### config.mk
export PLATFORM = sky130hd
export DESIGN_NAME = tlqs_sqrt
export DESIGN_NICKNAME = d
export VERILOG_FILES = /design/src/rtl/core/tlqs_pkg.sv /design/src/rtl/core/tlqs_sqrt.sv
export SDC_FILE = /design/constraint.sdc
export NUM_CORES = 2
export LEC_CHECK = 0
export BUFFER_PORTS_ARGS = -buffer_cell sky130_fd_sc_hd__buf_4
export CAP_MARGIN = 20
export CORE_ASPECT_RATIO = 1.25
export CORE_MARGIN = 5
export CORE_UTILIZATION = 34
export DETAILED_ROUTE_END_ITERATION = 12
export PLACE_DENSITY = 0.55
export SKIP_LAST_GASP = 1
export SLEW_MARGIN = 20
export SYNTH_ARGS = -nofsm -noshare
export SYNTH_HDL_FRONTEND = slang
export SYNTH_SLANG_ARGS = --single-unit
### constraint.sdc
create_clock -name clk -period 6.1 [get_ports clk]
set_clock_uncertainty 0.15 [all_clocks]
set_input_delay 0.61 -clock clk [delete_from_list [all_inputs] [get_ports clk]]
set_output_delay 0.61 -clock clk [all_outputs]
set_load 0.02 [all_outputs]
### src/rtl/core/tlqs_pkg.sv
// thick line quad setup: shared widths, codes, sideband struct and saturation
// depends on nothing; used by every module of the block
package tlqs_pkg;

	localparam int COORD_BITS = 16;
	localparam int DIFF_BITS  = COORD_BITS + 1;
	localparam int MAG_BITS   = COORD_BITS;
	localparam int WID_BITS   = 12;
	localparam int COL_BITS   = 32;
	localparam int NORM_BITS  = 31;
	localparam int RAD_BITS   = 64;
	localparam int LEN_BITS   = 32;
	localparam int NUM_BITS   = 44;
	localparam int DEN_BITS   = LEN_BITS + 1;
	localparam int QUO_BITS   = 28;
	localparam int OFF_BITS   = QUO_BITS + 1;
	localparam int SUM_BITS   = QUO_BITS + 2;

	typedef enum logic {OP_RECT = 1'b0, OP_PARA = 1'b1} op_t;
	typedef enum logic {ST_OK = 1'b0, ST_HORIZ = 1'b1} status_t;

	// everything an item carries alongside the length and divide datapath
	typedef struct packed {
		logic                         err;
		logic                         para;
		logic                         horiz;
		logic                         neg;
		logic signed [COORD_BITS-1:0] xa;
		logic signed [COORD_BITS-1:0] ya;
		logic signed [COORD_BITS-1:0] xb;
		logic signed [COORD_BITS-1:0] yb;
		logic [WID_BITS-1:0]          w;
		logic [COL_BITS-1:0]          color;
		logic [NORM_BITS-1:0]         nx;
		logic [NORM_BITS-1:0]         ny;
	} side_t;

	function automatic logic signed [COORD_BITS-1:0] sat(input logic signed [SUM_BITS-1:0] v);
		logic signed [SUM_BITS-1:0] hi;
		logic signed [SUM_BITS-1:0] lo;
		hi = SUM_BITS'((64'sd1 <<< (COORD_BITS - 1)) - 64'sd1);
		lo = -hi - SUM_BITS'(1);
		if (v > hi) return hi[COORD_BITS-1:0];
		else if (v < lo) return lo[COORD_BITS-1:0];
		else return v[COORD_BITS-1:0];
	endfunction

endpackage

### src/rtl/core/tlqs_sqrt.sv
// pipelined integer square root, two result bits per stage, sixteen stages
// depends on tlqs_pkg
module tlqs_sqrt (
	input  logic                               clk,
	input  logic                               arst_n,
	input  logic                               in_vld,
	input  tlqs_pkg::side_t                    in_side,
	input  logic [tlqs_pkg::RAD_BITS-1:0]      rad,
	output logic                               out_vld,
	output tlqs_pkg::side_t                    out_side,
	output logic [tlqs_pkg::LEN_BITS-1:0]      root
);
	localparam int NST = tlqs_pkg::RAD_BITS / 4;

	logic [tlqs_pkg::RAD_BITS-1:0] rem_s  [0:NST];
	logic [tlqs_pkg::RAD_BITS-1:0] root_s [0:NST];
	logic                          vld_s  [0:NST];
	tlqs_pkg::side_t               side_s [0:NST];

	assign rem_s[0]  = rad;
	assign root_s[0] = '0;
	assign vld_s[0]  = in_vld;
	assign side_s[0] = in_side;

	for (genvar g = 0; g < NST; g++) begin : g_st
		localparam logic [tlqs_pkg::RAD_BITS-1:0] BIT_A = 64'd1 << (62 - 4 * g);
		localparam logic [tlqs_pkg::RAD_BITS-1:0] BIT_B = 64'd1 << (60 - 4 * g);
		logic [tlqs_pkg::RAD_BITS-1:0] s_a, r_a, s_b, r_b;

		always_comb begin
			if (rem_s[g] >= root_s[g] + BIT_A) begin
				s_a = rem_s[g] - (root_s[g] + BIT_A);
				r_a = (root_s[g] >> 1) + BIT_A;
			end else begin
				s_a = rem_s[g];
				r_a = root_s[g] >> 1;
			end
			if (s_a >= r_a + BIT_B) begin
				s_b = s_a - (r_a + BIT_B);
				r_b = (r_a >> 1) + BIT_B;
			end else begin
				s_b = s_a;
				r_b = r_a >> 1;
			end
		end

		always_ff @(posedge clk or negedge arst_n) begin
			if (!arst_n) vld_s[g+1] <= 1'b0;
			else vld_s[g+1] <= vld_s[g];
		end

		always_ff @(posedge clk) begin
			rem_s[g+1]  <= s_b;
			root_s[g+1] <= r_b;
			side_s[g+1] <= side_s[g];
		end
	end

	assign out_vld  = vld_s[NST];
	assign out_side = side_s[NST];
	assign root     = root_s[NST][tlqs_pkg::LEN_BITS-1:0];

endmodule

==> out/results.md <==
### Synth
- cell area after synthesis: 127000 sq um
- share of the yosys chip area belonging to registers: 0.634
- number of distinct library cells after synthesis: 98
- YS warnings: 0
- Post-synth EDFFs: 0
- net count after synthesis: 12100
- Mapped Avg Cell Area: 11.3 sq um
- Yosys reg bits: 4032
- Cells after Synth: 11300
- most common flop cell mapped by yosys: dfxtp_1
- Synth async-reset ratio: 0.00397

### Route
- vias per inst: 4.45
- iteration count of the initial detailed-routing pass: 7
- Post-DRT Antenna Nets: 0
- count of vias placed by the detailed router: 83500
- Post-Route WL: 291 mm
- count of unresolved DRC violations after routing: 0
- WL per Instance: 15.5 um
- detailed router's first-iteration violation count: 3870

### Worst setup path
- Crit path arrival time: 6.56 ns
- Slowest cell on crit path: o41ai_2
- critical path data required time: 6.74 ns
- Top cell by count, worst path: o21a_1
- nature of the critical path endpoint: flop
- maximum cell stage delay along the critical path: 0.41 ns
- Setup Crit Path Kind: flop to flop
- CP Launch Type: flop
- largest fanout of any net on the critical path: 3

### Global route
- total track usage: 0.147
- overflow left after global routing: 0
- maximum number of pins on one net before global-route repair: 36
- initial antenna violation count: 5
- vias in the first global route: 86500
- global-route wire length before repair: 458 mm

### Pwr
- switching share of total power: 0.295
- logic gate share of total power: 0.267
- Clock power frac: 0.324
- portion of total power attributed to sequential cells: 0.409
- Cell Pwr Density: 461 nW/um^2
- switching pwr: 22.4 mW
- Max VDD drop: 0.000280 V
- Int Power: 53.3 mW
- static power due to leakage: 73.4 nW

### Finish
- layout cell share with drive strength beyond 1: 0.223
- Layout fillers: 35200
- post-route core utilization: 0.439
- multi-input logic area: 44000 sq um
- synthesis-to-layout area growth: 28.7%
- Post-layout nets: 14300
- area taken by flip-flops and latches: 80800 sq um
- post-layout instance area: 164000 sq um
- post-route insts no fill: 18800
- commonest non-fill, non-tap cell in the layout: dfxtp_1
- commonest cells after routing, fill and taps aside: dfxtp_1, buf_4, nor2_1, nand2_1, a21oi_1

### Clock tree
- TritonCTS Buffers: 375
- insertion delay of the later-clocked pin in the worst-skew pair: 0.98 ns
- maximum level of the CTS H-tree: 5
- clk root buf: clkbuf_16
- clock tree from TritonCTS: done
- clock sinks: 4032
- clk slew on worst S/H paths: 0.07 ns
- maximum clock path buffer count: 4

### Placement
- Routability Congestion: 0.869
- PortBufs: 447
- total placed instance area: 146000 sq um
- HPWL after detailed placement: 226 mm
- total placed cells including tap cells: 17800

### Die
- # rows: 251
- area of the core: 374000 sq um
- DIE HEIGHT: 695 um
- overall die area: 387000 sq um
- # IOs: 448
- die width: 558 um
- Initial Util: 0.341

### Timing
- minimum period implied by the final worst setup slack: 5.92 ns
- final period utilization: 0.971
- Max Clock Freq: 169 MHz
- unrepaired setup endpoints after global routing: true
- slew at the pin with the worst max-slew slack: 1.16 ns
- Hold Vio Cnt, Final: 0
- setup violation total in the final timing report: 0
- Hold Worst Slack: 0.120 ns
- slew margin rel.: 0.207
- number of max-slew violations in the final report: 0

### Min path
- Hold WC Path Type: flop to flop

### Flow run
- max-capacitance violation count: 0

### Run status
- result of the run: finished, final reports clean

## cell families (layout without fill, tap and decap cells)
family / after synthesis / count (layout) / share of synthesized area
xor gates and xnor gates: 839 / 839 / 0.0577
AOI/OAI and AO/OA: 1980 / 1980 / 0.0979
buffers and inverters: 885 / 3423 / 0.0313
adders and majority gates: 574 / 574 / 0.0563
and+or+nand+nor: 2855 / 2855 / 0.113
DFF: 4032 / 4032 / 0.634
other: 0 / 2 / 0
muxes: 113 / 113 / 0.00979
## flip-flops by register name, summed over array words and instances, names as in the netlist
register  flops
side_s     2610
rem_s       960
root_s      240
out_side    174
root         32
vld_s        15
out_vld       1
## cells in the mapped netlist, types with 22 or more instances
library cell	count	share of area
nor2_1	727	0.021
buf_4	174	0.010
o2111ai_1	22	0.0015
and3_1	72	0.0035
nand2b_1	91	0.0045
o21a_1	94	0.0055
o21bai_1	70	0.0041
xor2_1	300	0.021
nor2b_1	98	0.0048
or4_1	58	0.0034
ha_1	573	0.056
inv_1	479	0.014
and2_1	45	0.0022
o21ai_0	357	0.014
o31a_1	23	0.0016
nor4_1	208	0.010
and4_1	27	0.0019
xnor2_1	539	0.037
or3_1	77	0.0038
a21oi_1	703	0.028
o211ai_1	34	0.0020
a31oi_1	59	0.0029
a21boi_0	23	0.0014
nor3_1	211	0.0083
o31ai_1	58	0.0034
nand2_1	680	0.020
dfxtp_1	4016	0.63
clkbuf_1	193	0.0057
or2_2	66	0.0032
a21o_1	279	0.016
nand3_1	172	0.0068
nand3b_1	24	0.0014
mux2_2	81	0.0072
nor4b_1	22	0.0015
nand4_1	165	0.0081
nor3b_1	32	0.0019
a211oi_1	38	0.0022
## metrics by stage
step	setup TNS [ns]	power [mW]	setup WS [ns]
after floorplan	0	43.7	0.00184
after global placement	-29.10	51.1	-0.429
after detailed placement	-36.95	51.2	-0.459
after CTS	-0.0149	76.5	-0.0138
after global routing	-0.596	80.3	-0.132
final	0	75.7	0.178
## path summary, 6_finish.rpt
| check | startpoint | to | slack, ns | depth (start not counted) |
|---|---|---|---|---|
| max | root_s[68] | root[0] | 0.18 | 29 |
| min | side_s[451] | side_s[277] | 0.12 | 0 |
| max reg2reg | root_s[68] | root[0] | 0.18 | 29 |
| min reg2reg | side_s[451] | side_s[277] | 0.12 | 0 |
| max in group asynchronous | arst_n | vld_s[15] | 4.66 | 3 |
| min in group asynchronous | arst_n | out_vld | 0.69 | 3 |
## critical path: cells and delay by family, from the launching register on
family / cells / cell delay (ns)
compound gates: 20 / 3.66
xor+xnor: 1 / 0.16
fa+ha+maj: 2 / 0.59
buf+inv: 3 / 0.32
flops: 1 / 0.33
simple gates: 3 / 0.54
## metal layers
| layer | part of all wire | vias up | global-route usage |
|---|---|---|---|
| met4 | 0.058 | 2 | 0.0766 |
| li1 | - | 43000 | - |
| met3 | 0.032 | 676 | 0.0212 |
| met5 | 0.000045 | - | 0 |
| met1 | 0.39 | 38500 | 0.153 |
| met2 | 0.52 | 1320 | 0.282 |
## timing repair
item,in CTS,in global routing
pin swaps,27,101
hold buffers,244,0
resized for setup,83,245
setup endpoints to repair,216,339
buffers inserted,11,25
cloned,1,2
hold endpoints to repair,257,0
## power by group through the flow
stage                     Sequential [mW]  Combinational, mW  Clock, mW
after detailed placement             31.5               19.7          0
after floorplan                      30.9               12.8          0
after global routing                 31.3               22.4       26.6
after CTS                            30.9               20.0       25.5
after global placement               31.5               19.6          0
final                                30.9               20.2       24.5
## layout make-up
| class | instances | share of cell area |
|---|---|---|
| diodes | 2 | 0.0000305 |
| clock buffers | 514 | 0.0656 |
| clock inverters | 179 | 0.0167 |
| inverters | 488 | 0.0113 |
| multi-input cells | 6361 | 0.268 |
| flip-flops and latches | 4032 | 0.493 |
| well taps | 4933 | 0.0376 |
| repair buffers | 2242 | 0.108 |
Power figures use the tool's default switching activity.
